## src/rtl/cskl_pkg.sv

```systemverilog
// ----------------------------------------------------------------------------
// cskl_pkg: shared types and constants of the CAN slave login/keepalive block
// Payload structs, reply job descriptor, frame IDs and login run table.
// ----------------------------------------------------------------------------
`default_nettype none

package cskl_pkg;

    typedef struct packed {
        logic        operation;
        logic [28:0] frame_id;
    } t_in_item;

    typedef struct packed {
        logic [28:0] tx_id;
        logic [3:0]  tx_length;
        logic [63:0] tx_payload;
        logic        run_end;
    } t_out_item;

    typedef enum logic [1:0] {
        JOB_ACK,
        JOB_DISCOVER,
        JOB_PING,
        JOB_LOGIN
    } t_job_kind;

    typedef struct packed {
        t_job_kind   kind;
        logic [7:0]  address;
    } t_job;

    localparam int          QUEUE_DEPTH  = 4;
    localparam logic [15:0] PERIOD_RESET = 16'd1000;
    localparam logic [3:0]  REINIT_RESET = 4'd8;

    localparam logic [28:0] ID_DISCOVER    = 29'h1c00007e;
    localparam logic [28:0] ID_SLAVE_PING  = 29'h0c000380;
    localparam logic [28:0] ID_PONG        = 29'h08000900;
    localparam logic [28:0] ID_MASTER_PING = 29'h0c000380;
    localparam logic [28:0] ID_LOGIN       = 29'h00000380;
    localparam logic [28:0] ID_QUERY       = 29'h1c0000fe;
    localparam logic [28:0] ID_ALIVE       = 29'h1c0380fe;
    localparam logic [28:0] ID_ADDR_MASK   = 29'h00007c00;
    localparam logic [28:0] ID_ALIVE_ACK   = 29'h0c000381;
    localparam logic [63:0] ALIVE_ACK_DATA = 64'h000000010005E65E;

    localparam logic [2:0]  LOGIN_LAST = 3'd6;

    // One frame of a reply job; idx selects the frame within a login run.
    function automatic t_out_item frame_of(t_job job, logic [2:0] idx);
        t_out_item f;
        f = '0;
        case (job.kind)
            JOB_ACK: begin
                f.tx_id      = ID_ALIVE_ACK;
                f.tx_length  = 4'd8;
                f.tx_payload = ALIVE_ACK_DATA;
                f.run_end    = 1'b1;
            end
            JOB_DISCOVER: begin
                f.tx_id   = ID_DISCOVER;
                f.run_end = 1'b1;
            end
            JOB_PING: begin
                f.tx_id     = ID_SLAVE_PING;
                f.tx_length = 4'd4;
                f.run_end   = 1'b1;
            end
            JOB_LOGIN: begin
                case (idx)
                    3'd0: f.tx_id = 29'h1C14807E;
                    3'd1: f.tx_id = 29'h1F99007E;
                    3'd2: f.tx_id = 29'h1D75807E;
                    3'd3: begin
                        f.tx_id      = 29'h1C02007E;
                        f.tx_length  = 4'd8;
                        f.tx_payload = 64'h0005E65E00020003;
                    end
                    3'd4: begin
                        f.tx_id      = 29'h1C02807E;
                        f.tx_length  = 4'd8;
                        f.tx_payload = 64'h000000970200C011;
                    end
                    3'd5: begin
                        f.tx_id      = 29'h1C03007E;
                        f.tx_length  = 4'd8;
                        f.tx_payload = 64'h010102140000C011;
                    end
                    3'd6: begin
                        f.tx_id      = 29'h1C03807E;
                        f.tx_length  = 4'd8;
                        f.tx_payload = 64'h000040110107002A;
                    end
                    default: f.tx_id = '0;
                endcase
                f.tx_id   = f.tx_id | {13'd0, job.address, 8'd0};
                f.run_end = (idx == LOGIN_LAST);
            end
            default: f = '0;
        endcase
        return f;
    endfunction

endpackage

`default_nettype wire

```

## src/rtl/can_slave_keepalive_login.sv

```systemverilog
// ----------------------------------------------------------------------------
// can_slave_keepalive_login: CAN slave login and keepalive engine
// Tracks the link with a master and builds the reply frames it calls for.
// ----------------------------------------------------------------------------
//
//   channel  | direction | handshake               | payload
//   ---------+-----------+-------------------------+---------------------------
//   input    | in        | i_in_valid / o_in_ready | t_in_item (tick or frame ID)
//   output   | out       | o_out_valid/i_out_ready | t_out_item (one tx frame)
//   config   | in        | psel/penable/pready     | 32-bit APB register access
//
// Flow: the front takes one input transfer per cycle while the job queue
// has room; state updates at the accepting edge. The back emits one frame
// per cycle from the output register unless the output is held: one frame
// for ack, discover or ping, seven frames for a login run. The sustained
// rate is thus set by the frame generator, at one output frame per cycle.
// Reset: synchronous, active low; clears link state, queue and output valid,
// and loads keepalive_period 1000 and reinit_limit 8.
// Stalls: a held output only backs up the queue; input stalls only when the
// queue is full.
// ----------------------------------------------------------------------------
`default_nettype none

module can_slave_keepalive_login #(
    parameter int QUEUE_DEPTH = cskl_pkg::QUEUE_DEPTH
) (
    input  wire logic               i_clk,
    input  wire logic               i_rst_n,
    // input transfers
    input  wire logic               i_in_valid,
    input  wire cskl_pkg::t_in_item i_in_data,
    output logic                    o_in_ready,
    // output transfers
    output logic                    o_out_valid,
    output cskl_pkg::t_out_item     o_out_data,
    input  wire logic               i_out_ready,
    // register port
    input  wire logic               psel,
    input  wire logic               penable,
    input  wire logic               pwrite,
    input  wire logic [2:0]         paddr,
    input  wire logic [31:0]        pwdata,
    output logic [31:0]             prdata,
    output logic                    pready
);
    import cskl_pkg::*;

    // register index from the word address
    localparam logic REG_KEEPALIVE_PERIOD = 1'b0;
    localparam logic REG_REINIT_LIMIT     = 1'b1;

    logic [15:0] r_keepalive_period;
    logic [3:0]  r_reinit_limit;

    logic        cfg_write;
    logic        queue_full;
    logic        push;
    t_job        push_job;
    logic        head_valid;
    t_job        head_job;
    logic        pop;

    assign pready    = 1'b1;
    assign cfg_write = psel && penable && pwrite;

    // hold configuration; write at the access phase
    always_ff @(posedge i_clk) begin
        if (!i_rst_n) begin
            r_keepalive_period <= PERIOD_RESET;
            r_reinit_limit     <= REINIT_RESET;
        end else if (cfg_write) begin
            case (paddr[2])
                REG_KEEPALIVE_PERIOD: r_keepalive_period <= pwdata[15:0];
                REG_REINIT_LIMIT:     r_reinit_limit     <= pwdata[3:0];
                default: ;
            endcase
        end
    end

    always_comb begin
        case (paddr[2])
            REG_KEEPALIVE_PERIOD: prdata = {16'd0, r_keepalive_period};
            REG_REINIT_LIMIT:     prdata = {28'd0, r_reinit_limit};
            default:              prdata = '0;
        endcase
    end

    // front: classify the transfer, advance link state, queue a reply job
    cskl_front u_front (
        .i_clk              (i_clk),
        .i_rst_n            (i_rst_n),
        .i_in_valid         (i_in_valid),
        .i_in_data          (i_in_data),
        .o_in_ready         (o_in_ready),
        .i_queue_full       (queue_full),
        .o_push             (push),
        .o_job              (push_job),
        .i_keepalive_period (r_keepalive_period),
        .i_reinit_limit     (r_reinit_limit)
    );

    // decouple intake from frame generation
    cskl_queue #(
        .DEPTH (QUEUE_DEPTH)
    ) u_queue (
        .i_clk        (i_clk),
        .i_rst_n      (i_rst_n),
        .i_push       (push),
        .i_job        (push_job),
        .o_full       (queue_full),
        .o_head_valid (head_valid),
        .o_head       (head_job),
        .i_pop        (pop)
    );

    // back: expand each job into its frames
    cskl_back u_back (
        .i_clk        (i_clk),
        .i_rst_n      (i_rst_n),
        .i_head_valid (head_valid),
        .i_head       (head_job),
        .o_pop        (pop),
        .o_out_valid  (o_out_valid),
        .o_out_data   (o_out_data),
        .i_out_ready  (i_out_ready)
    );

endmodule

`default_nettype wire

```

## src/rtl/cskl_front.sv

```systemverilog
// ----------------------------------------------------------------------------
// cskl_front: item intake and link state
// Classifies ticks and received IDs, updates link state, emits reply jobs.
// ----------------------------------------------------------------------------
`default_nettype none

module cskl_front (
    input  wire logic               i_clk,
    input  wire logic               i_rst_n,
    input  wire logic               i_in_valid,
    input  wire cskl_pkg::t_in_item i_in_data,
    output logic                    o_in_ready,
    input  wire logic               i_queue_full,
    output logic                    o_push,
    output cskl_pkg::t_job          o_job,
    input  wire logic [15:0]        i_keepalive_period,
    input  wire logic [3:0]         i_reinit_limit
);
    import cskl_pkg::*;

    typedef enum logic [1:0] {
        MODE_INIT      = 2'd0,
        MODE_HANDSHAKE = 2'd1,
        MODE_KEEPALIVE = 2'd2
    } t_link_mode;

    t_link_mode  r_mode, n_mode;
    logic        r_seen, n_seen;
    logic [3:0]  r_missed, n_missed;
    logic [7:0]  r_addr, n_addr;
    logic [15:0] r_timer, n_timer;
    logic        n_push;
    t_job        n_job;
    logic        accept;
    logic [15:0] timer_inc;
    logic [3:0]  missed_inc;
    logic [28:0] id;

    assign o_in_ready = !i_queue_full;
    assign accept     = i_in_valid && !i_queue_full;
    assign id         = i_in_data.frame_id;
    assign timer_inc  = r_timer + 16'd1;
    assign missed_inc = r_missed + 4'd1;

    always_comb begin
        n_mode      = r_mode;
        n_seen      = r_seen;
        n_missed    = r_missed;
        n_addr      = r_addr;
        n_timer     = r_timer;
        n_push      = 1'b0;
        n_job.kind    = JOB_DISCOVER;
        n_job.address = r_addr;
        if (i_in_data.operation) begin
            if (id == ID_PONG) begin
                n_mode   = MODE_KEEPALIVE;
                n_missed = '0;
            end else if (id == ID_MASTER_PING) begin
                n_mode     = MODE_KEEPALIVE;
                n_missed   = '0;
                n_push     = 1'b1;
                n_job.kind = JOB_ACK;
            end else if (id == ID_LOGIN) begin
                n_mode     = MODE_HANDSHAKE;
                n_seen     = 1'b1;
                n_push     = 1'b1;
                n_job.kind = JOB_DISCOVER;
            end else if ((id & ~ID_ADDR_MASK) == ID_QUERY) begin
                // capture ID bits 14..10 as address bits 6..2
                n_addr        = {1'b0, id[14:10], 2'b00};
                n_push        = 1'b1;
                n_job.kind    = JOB_LOGIN;
                n_job.address = {1'b0, id[14:10], 2'b00};
            end else if ((id & ~ID_ADDR_MASK) == ID_ALIVE) begin
                n_seen = 1'b1;
                n_mode = MODE_KEEPALIVE;
            end
        end else begin
            n_timer = timer_inc;
            if (timer_inc >= i_keepalive_period) begin
                n_timer = '0;
                if (r_seen) begin
                    n_seen = 1'b0;
                end else if (r_mode == MODE_KEEPALIVE) begin
                    n_missed = missed_inc;
                    n_push   = 1'b1;
                    if (missed_inc > i_reinit_limit) begin
                        n_mode     = MODE_INIT;
                        n_job.kind = JOB_DISCOVER;
                    end else begin
                        n_job.kind = JOB_PING;
                    end
                end else begin
                    n_push     = 1'b1;
                    n_job.kind = JOB_DISCOVER;
                end
            end
        end
    end

    assign o_push = accept && n_push;
    assign o_job  = n_job;

    always_ff @(posedge i_clk) begin
        if (!i_rst_n) begin
            r_mode   <= MODE_INIT;
            r_seen   <= 1'b0;
            r_missed <= '0;
            r_addr   <= '0;
            r_timer  <= '0;
        end else if (accept) begin
            r_mode   <= n_mode;
            r_seen   <= n_seen;
            r_missed <= n_missed;
            r_addr   <= n_addr;
            r_timer  <= n_timer;
        end
    end

endmodule

`default_nettype wire

```

## src/rtl/cskl_queue.sv

```systemverilog
// ----------------------------------------------------------------------------
// cskl_queue: reply job queue
// Small register FIFO between intake and frame generation.
// ----------------------------------------------------------------------------
`default_nettype none

module cskl_queue #(
    parameter int DEPTH = cskl_pkg::QUEUE_DEPTH
) (
    input  wire logic           i_clk,
    input  wire logic           i_rst_n,
    input  wire logic           i_push,
    input  wire cskl_pkg::t_job i_job,
    output logic                o_full,
    output logic                o_head_valid,
    output cskl_pkg::t_job      o_head,
    input  wire logic           i_pop
);
    import cskl_pkg::*;

    localparam int PTR_W = (DEPTH > 1) ? $clog2(DEPTH) : 1;
    localparam int CNT_W = $clog2(DEPTH + 1);

    t_job             r_mem [DEPTH];
    logic [PTR_W-1:0] r_wr_ptr;
    logic [PTR_W-1:0] r_rd_ptr;
    logic [CNT_W-1:0] r_count;

    function automatic logic [PTR_W-1:0] ptr_next(logic [PTR_W-1:0] p);
        return (p == PTR_W'(DEPTH - 1)) ? '0 : p + 1'b1;
    endfunction

    assign o_full       = (r_count == CNT_W'(DEPTH));
    assign o_head_valid = (r_count != '0);
    assign o_head       = r_mem[r_rd_ptr];

    always_ff @(posedge i_clk) begin
        if (i_push) begin
            r_mem[r_wr_ptr] <= i_job;
        end
    end

    always_ff @(posedge i_clk) begin
        if (!i_rst_n) begin
            r_wr_ptr <= '0;
            r_rd_ptr <= '0;
            r_count  <= '0;
        end else begin
            if (i_push) begin
                r_wr_ptr <= ptr_next(r_wr_ptr);
            end
            if (i_pop) begin
                r_rd_ptr <= ptr_next(r_rd_ptr);
            end
            case ({i_push, i_pop})
                2'b10:   r_count <= r_count + 1'b1;
                2'b01:   r_count <= r_count - 1'b1;
                default: r_count <= r_count;
            endcase
        end
    end

endmodule

`default_nettype wire

```

## src/rtl/cskl_back.sv

```systemverilog
// ----------------------------------------------------------------------------
// cskl_back: reply frame generator
// Expands queued jobs into frames, one per cycle while the output is not held, into an output register.
// ----------------------------------------------------------------------------
`default_nettype none

module cskl_back (
    input  wire logic           i_clk,
    input  wire logic           i_rst_n,
    input  wire logic           i_head_valid,
    input  wire cskl_pkg::t_job i_head,
    output logic                o_pop,
    output logic                o_out_valid,
    output cskl_pkg::t_out_item o_out_data,
    input  wire logic           i_out_ready
);
    import cskl_pkg::*;

    logic      r_active;
    t_job      r_job;
    logic [2:0] r_idx;
    logic      r_out_valid;
    t_out_item r_out_data;

    logic       src_valid;
    t_job       src_job;
    logic [2:0] src_idx;
    logic       load;
    t_out_item  frame;

    always_comb begin
        src_valid = r_active || i_head_valid;
        src_job   = r_active ? r_job : i_head;
        src_idx   = r_active ? r_idx : 3'd0;
        load      = src_valid && (!r_out_valid || i_out_ready);
        frame     = frame_of(src_job, src_idx);
    end

    assign o_pop       = load && !r_active;
    assign o_out_valid = r_out_valid;
    assign o_out_data  = r_out_data;

    always_ff @(posedge i_clk) begin
        if (!i_rst_n) begin
            r_active    <= 1'b0;
            r_out_valid <= 1'b0;
        end else if (load) begin
            r_out_valid <= 1'b1;
            r_active    <= !frame.run_end;
        end else if (i_out_ready) begin
            r_out_valid <= 1'b0;
        end
    end

    always_ff @(posedge i_clk) begin
        if (load) begin
            r_out_data <= frame;
            r_job      <= src_job;
            r_idx      <= src_idx + 3'd1;
        end
    end

endmodule

`default_nettype wire
```

## config.mk

```make
export PLATFORM = sky130hd
export DESIGN_NAME = can_slave_keepalive_login
export DESIGN_NICKNAME = d
export VERILOG_FILES = /design/src/rtl/cskl_pkg.sv /design/src/rtl/can_slave_keepalive_login.sv /design/src/rtl/cskl_front.sv /design/src/rtl/cskl_queue.sv /design/src/rtl/cskl_back.sv
export SDC_FILE = /design/constraint.sdc
export NUM_CORES = 1
export LEC_CHECK = 0
export BUFFER_PORTS_ARGS = -buffer_cell sky130_fd_sc_hd__buf_2
export CAP_MARGIN = 20
export CORE_ASPECT_RATIO = 1.75
export CORE_MARGIN = 4
export CORE_UTILIZATION = 40
export DETAILED_ROUTE_END_ITERATION = 10
export GPL_ROUTABILITY_DRIVEN = 0
export MAX_ROUTING_LAYER = met4
export PLACE_DENSITY = 0.6
export REMOVE_ABC_BUFFERS = 1
export SLEW_MARGIN = 30
export SYNTH_ARGS = -nofsm -noshare
export SYNTH_HDL_FRONTEND = slang
export SYNTH_SLANG_ARGS = --single-unit
export TNS_END_PERCENT = 30
```

## constraint.sdc

```tcl
create_clock -name i_clk -period 9.65 [get_ports i_clk]
set_input_delay 0.4825 -clock i_clk [delete_from_list [all_inputs] [get_ports i_clk]]
set_output_delay 0.4825 -clock i_clk [all_outputs]
set_load 0.03 [all_outputs]
```

# ---- Word level (Yosys, flattened, before mapping)
# Memory sizes are Yosys's and may differ from the RTL's. A register that Yosys moved wholly into a read port is not among the register bits.
# Index checks and enable logic that the tools add are counted.
dict set report totals {
  regBits 168
  ramBits 40
  inputBits 72
  output_inout_bits 133
  wordCells 153
  n_memories 1
}
dict set report op_classes {
  add_sub_neg 7
  order_cmp 2
  n_eq_ne 28
  mux 62
  n_bitwise 6
  n_reduce_logical 28
}
# memory depth word_bits rd rd_ports_with_merged_regs write_ports line_no
set mem_list {}
lappend mem_list {u_queue.r_mem 4 10 1 1 1 cskl_queue.sv:24} ;# t_job r_mem [DEPTH];
# operator n
set op_table {}
lappend op_table {{$pmux 68 s4} 1}
lappend op_table {{$pmux 29 s7} 1}
lappend op_table {{$pmux 64 s2} 1}
lappend op_table {{$pmux 29 s4} 1}
lappend op_table {{$pmux 32 s2} 1}
lappend op_table {{$eq 29x28->1 const B} 2}
lappend op_table {{$eq 24x24->1 const B} 2}
lappend op_table {{$mux 2} 21}
lappend op_table {{$mux 10} 3}
lappend op_table {{$eq 29x10->1 const B} 1}
lappend op_table {{$mux 29} 1}
lappend op_table {{$or 29x16->29} 1}
lappend op_table {{$mux 4} 6}
lappend op_table {{$mux 8} 3}
lappend op_table {{$mux 1} 18}
lappend op_table {{$add 16x1->16 const B} 1}
lappend op_table {{$ge 16x16->1} 1}
lappend op_table {{$mux 16} 1}
lappend op_table {{$eq 2x2->1 const B} 6}
lappend op_table {{$eq 3x3->1 const B} 4}
lappend op_table {{$pmux 4 s3} 1}
lappend op_table {{$reduce_and 6->1} 2}
lappend op_table {{$reduce_bool 2->1} 5}
lappend op_table {{$reduce_and 7->1} 1}
lappend op_table {{other kinds (26)} 48}

# ---- Depth between registers and ports, before layout
dict set report depth {
  ltp_word 9
  depth_mapped 20
  mapped_depth_nobuf 18
}

# ---- Cells and area by module
# From an unflattened synthesis, not the netlist that was laid out.
dict set report unflattened {
  hier_cells 722
  hier_area_um2 8020.2
}
# module n_inst cells_each area_each_um2 seq_area_each_um2
set modules_own_cells {}
lappend modules_own_cells {cskl_back 1 214 2651.3 1481.4}
lappend modules_own_cells {cskl_front 1 292 2363.5 560.5}
lappend modules_own_cells {cskl_queue 1 95 1899.3 1381.3}
lappend modules_own_cells {can_slave_keepalive_login 1 121 1106.1 400.4}

# ---- Worst setup path after synthesis
# OpenSTA, ideal clock, no wires.
dict set report synth_path {
  path_kind {reg-to-reg}
  from {reg u_front.r_timer[0]}
  to {reg u_queue.r_count[2]}
  setup_time_ns 0.071
  arrival_time_ns 3.836
  required_ns 9.579
  slack_ns 5.744
  path_stages_with_launch 20
  n_path_buf 2
  synth_period_minus_slack_ns 3.906
  cell_sequence {dfxtp_1 -> ha_1 -> and3_1 -> clkbuf_1 -> and4_1 -> nand3_1 -> xnor2_1 -> ha_1 -> nand2_1 -> o21ai_0 -> a21oi_1 -> nand3_1 -> clkbuf_8 -> a21oi_2 -> ha_1 -> inv_1 -> fa_1 -> xor2_1 -> or3_1 -> a21oi_1}
}
dict set report synth_via {
  elab_chain_cells 7
  word_cells_on_any_way 9
  cone_classes {add/sub: 1; order compare: 1; eq/ne: 2; mux: 3; reduce/logical: 2}
}
# item line_no
set synth_rtl {}
lappend synth_rtl {{start: declaration} cskl_front.sv:31} ;# logic [15:0] r_timer, n_timer;
lappend synth_rtl {{start signal: assignment} cskl_front.sv:116} ;# r_timer <= n_timer;
lappend synth_rtl {{$add 16x1->16 (*)} cskl_front.sv:42} ;# assign timer_inc = r_timer + 16'd1;
lappend synth_rtl {{$ge 16x16->1 (*)} cskl_front.sv:80} ;# if (timer_inc >= i_keepalive_period) begin
lappend synth_rtl {{$mux 1 (*)} cskl_front.sv:80}
lappend synth_rtl {{$mux 1 (*)} cskl_front.sv:54} ;# if (i_in_data.operation) begin
lappend synth_rtl {{$logic_and 1x1->1 (*)} cskl_front.sv:101} ;# assign o_push = accept && n_push;
lappend synth_rtl {{$eq 2x1->1 / $eq 2x2->1 (equally long branches)} cskl_queue.sv:55} ;# case ({i_push, i_pop})
lappend synth_rtl {{$pmux 3 s2 / $reduce_bool 2->1 (equally long branches)} -}
lappend synth_rtl {{end signal: assignment} cskl_queue.sv:56} ;# 2'b10: r_count <= r_count + 1'b1;
lappend synth_rtl {{end signal: assignment} cskl_queue.sv:57} ;# 2'b01: r_count <= r_count - 1'b1;
lappend synth_rtl {{end signal: assignment} cskl_queue.sv:58} ;# default: r_count <= r_count;
lappend synth_rtl {{end: declaration} cskl_queue.sv:27} ;# logic [CNT_W-1:0] r_count;
# Every way passes the cells marked *; elsewhere a longest branch is shown, timed or not.
# A chain may end at the register's enable or synchronous reset.

# ---- Worst setup path in the final report
# Same ends and word-level chain as after synthesis.

==> results_dict.tcl <==
set metrics [dict create \
    cp_max_fo 11 \
    synth_seq_area_share_pct 46.9 \
    grt_max_degree 50 \
    drv_cap 0 \
    syn_inst 726 \
    status "finished, final reports clean" \
    fin_area_um2 8410 \
    synth_area_leader_cell "edfxtp_1" \
    mostFrequentLayoutCell "buf_2" \
    yosys.area_share.simple_pct 17.5 \
    slew_violations 0 \
    synth.area.top_cells "edfxtp_1 31%, dfxtp_1 16%, buf_4 8.1%, ha_1 6.3%, nand2_1 3.9%" \
    clkTransAtPathRegs_ns 0.06 \
    detailed_place_hpwl_um 11500 \
    antenna_found_initial 0 \
    globalRouteTotalUtil_pct 14.9 \
    synth-adder-area-share_pct 6.54 \
    clockBufferDepth 2 \
    core-area_um2 18100 \
    numPortBuffers 135 \
    dr.pass1.iters 4 \
    chipWidth_um 111 \
    nFillCells 1762 \
    muxShareOfSynthArea_pct 5.85 \
    final_cells 1073 \
    start_util_pct 40.9 \
    htree_levels 4 \
    synth_warnings 0 \
    switching_share_pct 37.4 \
    cp_data_arrival_time_ns 5.19 \
    final_hold_viol_count 0 \
    cts_setup_buffers 0 \
    area_delta_synth_final_pct 13.9 \
    grt_pass1_wl_um 24800 \
    die_height_um 188 \
    cts_root_buf "clkbuf_16" \
    drc_errors 0 \
    worstSetupPathType "flip-flop to flip-flop" \
    synth_xor_area_share_pct 2.13 \
    antenna_cells 0 \
    period_needed_ns 4.85 \
    fin_crit_sh_pct 50.3 \
    cp.required_ns 9.98 \
    worstMarginPinSlew_ns 0.711 \
    yosysUniqueCellTypes 66 \
    dp.cells 1041 \
    finish.net_count 936 \
    slew_headroom_pct 52.2 \
    routed_wl_um 14900 \
    vias_per_cell 4.81 \
    hp-class "primary input to flip-flop" \
    grt_pass1_vias 5083 \
    first_iter_violations 122 \
    synthFlopType "edfxtp_1" \
    internal-power_mw 1.33 \
    die-area_um2 20800 \
    post_dp_cell_area_um2 7830 \
    synthArstFlopShare_pct 0 \
    vdd_ir_drop_max_mv 0.170 \
    synth-seq-cells 135 \
    fmax_mhz 206 \
    core.rowCount 65 \
    final_antenna_net_count 0 \
    holdBufCountCts 0 \
    crit_path_start_kind "flip-flop" \
    synth_top_area_share_pct 30.9 \
    synth-edff-count 76 \
    whs_ns 0.296 \
    grt_overflow 0 \
    switchingPower_mw 0.796 \
    avgSynthCellArea_um2 10.2 \
    p_comb_share_pct 32.5 \
    ios 205 \
    final_cell_mix "135 x buf_2, 76 x nand2_1, 76 x edfxtp_1" \
    cts_tree "built" \
    skew_ns 0.0120 \
    synth_top_family_by_area "simple AND/OR/NAND/NOR gates" \
    netlist_area_um2 7380 \
    clkLatencyLatePin_ns 0.41 \
    setup_tns_ns 0 \
    layout-drive-gt1-share_pct 24.3 \
    cts.repair.resized 0 \
    vias 5162 \
    power_frac_clock_pct 29.2 \
    wl_per_cell_um 13.9 \
    rsz0062_at_grt "false" \
    setup_violations 0 \
    end_kind "flip-flop" \
    synth-compound-area-share_pct 8.95 \
    cts_buffers 17 \
    pwr_density_cell_nw_per_um2 253 \
    p_seq_share_pct 38.3 \
    cts_sinks 135 \
    p_leak_nw 3.58 \
]
## metal layers
metal | vias up | routed length (um) | track usage [%]
li1 | 2630 | - | -
met5 | - | 0 | -
met3 | 12 | 836 | 3.75
met2 | 170 | 8530 | 28.4
met4 | 0 | 180 | 4.69
met1 | 2350 | 5390 | 14.6
## critical path: stages (launching register included)
cell and delay [ns]:
dfxtp_1 0.43, nand4_1 0.17, nor4_1 0.48, nand2_1 0.24, nor2_1 0.21, xor2_1 0.17
ha_1 0.26, a21oi_1 0.14, o21ai_0 0.13, a21oi_1 0.30, nand3_1 0.42, a21oi_2 0.53
ha_1 0.26, inv_1 0.06, fa_1 0.37, xor2_1 0.16, or3_1 0.31, a21oi_1 0.14
## metrics by stage
stage | total power, mW | utilization (%) | setup WS [ns]
after floorplan | 1.33 | - | 5.76
after global placement | 1.53 | 43.4 | 4.85
after detailed placement | 1.53 | 43.4 | 4.78
after CTS | 2.16 | 46.6 | 4.73
after global routing | 2.24 | 46.6 | 4.29
final | 2.13 | 46.6 | 4.80
## registers in the layout, summed over array words and instances, names as in the netlist, named ones only
name / cells
u_back.o_out_data: 35
u_queue.r_mem: 28
r_keepalive_period: 16
u_front.r_timer: 16
u_back.r_job: 10
u_front.r_addr: 5
r_reinit_limit: 4
u_front.r_missed: 4
u_back.r_idx: 3
u_queue.r_count: 3
u_front.r_mode: 2
u_queue.r_rd_ptr: 2
u_queue.r_wr_ptr: 2
u_back.o_out_valid: 1
u_back.r_active: 1
u_front.r_seen: 1
## layout make-up
class,instances,area [um^2],share of cell area [%]
sequential,135,3460,41.2
multi-input combinational,493,3230,38.3
timing repair buffer,138,698,8.30
clock buffer,20,467,5.55
tap,234,293,3.48
inverter,41,154,1.83
clock inverter,12,114,1.35
## power by group through the flow
stage	combinational (mW)	sequential [mW]	clock, mW
after floorplan	0.224	1.11	0
after global placement	0.698	0.829	0
after detailed placement	0.701	0.832	0
after CTS	0.703	0.820	0.638
after global routing	0.744	0.835	0.665
final	0.694	0.816	0.622
## synthesized netlist by cell type, types with 4 or more instances
| master | n |
|---|---|
| nand2_1 | 76 |
| ha_1 | 37 |
| a31oi_1 | 4 |
| nor3_1 | 9 |
| mux2i_1 | 15 |
| o211ai_1 | 7 |
| nor2_1 | 59 |
| nor4_1 | 8 |
| or4_1 | 5 |
| a32o_1 | 9 |
| mux2_2 | 6 |
| dfxtp_1 | 59 |
| a21oi_1 | 33 |
| nand3_1 | 19 |
| a21o_1 | 5 |
| and3_1 | 8 |
| inv_1 | 41 |
| or3_1 | 4 |
| and2_1 | 16 |
| clkbuf_1 | 19 |
| nand2b_1 | 5 |
| buf_4 | 80 |
| o21ai_0 | 25 |
| nor2b_1 | 11 |
| xor2_1 | 6 |
| mux2_1 | 5 |
| nand4_1 | 8 |
| xnor2_1 | 12 |
| mux4_2 | 7 |
| edfxtp_1 | 76 |
## final timing paths
path                               start                      to  slack (ns)  depth (start not counted)
setup / recovery      u_front.r_timer[0]      u_queue.r_count[2]        4.80                         17
hold reg to reg   r_keepalive_period[12]  r_keepalive_period[12]        0.45                          2
hold / removal                 pwdata[9]   r_keepalive_period[9]        0.30                          3
setup reg to reg      u_front.r_timer[0]      u_queue.r_count[2]        4.80                         17
## kinds of logic after synthesis
group | Yosys count
and+or+nand+nor | 252
buffers and inverters | 147
DFF | 135
AOI/OAI and AO/OA | 101
adders and majority gates | 38
muxes | 33
xor gates and xnor gates | 18
other | 2
Note: power is estimated with default switching activity, not from simulation.
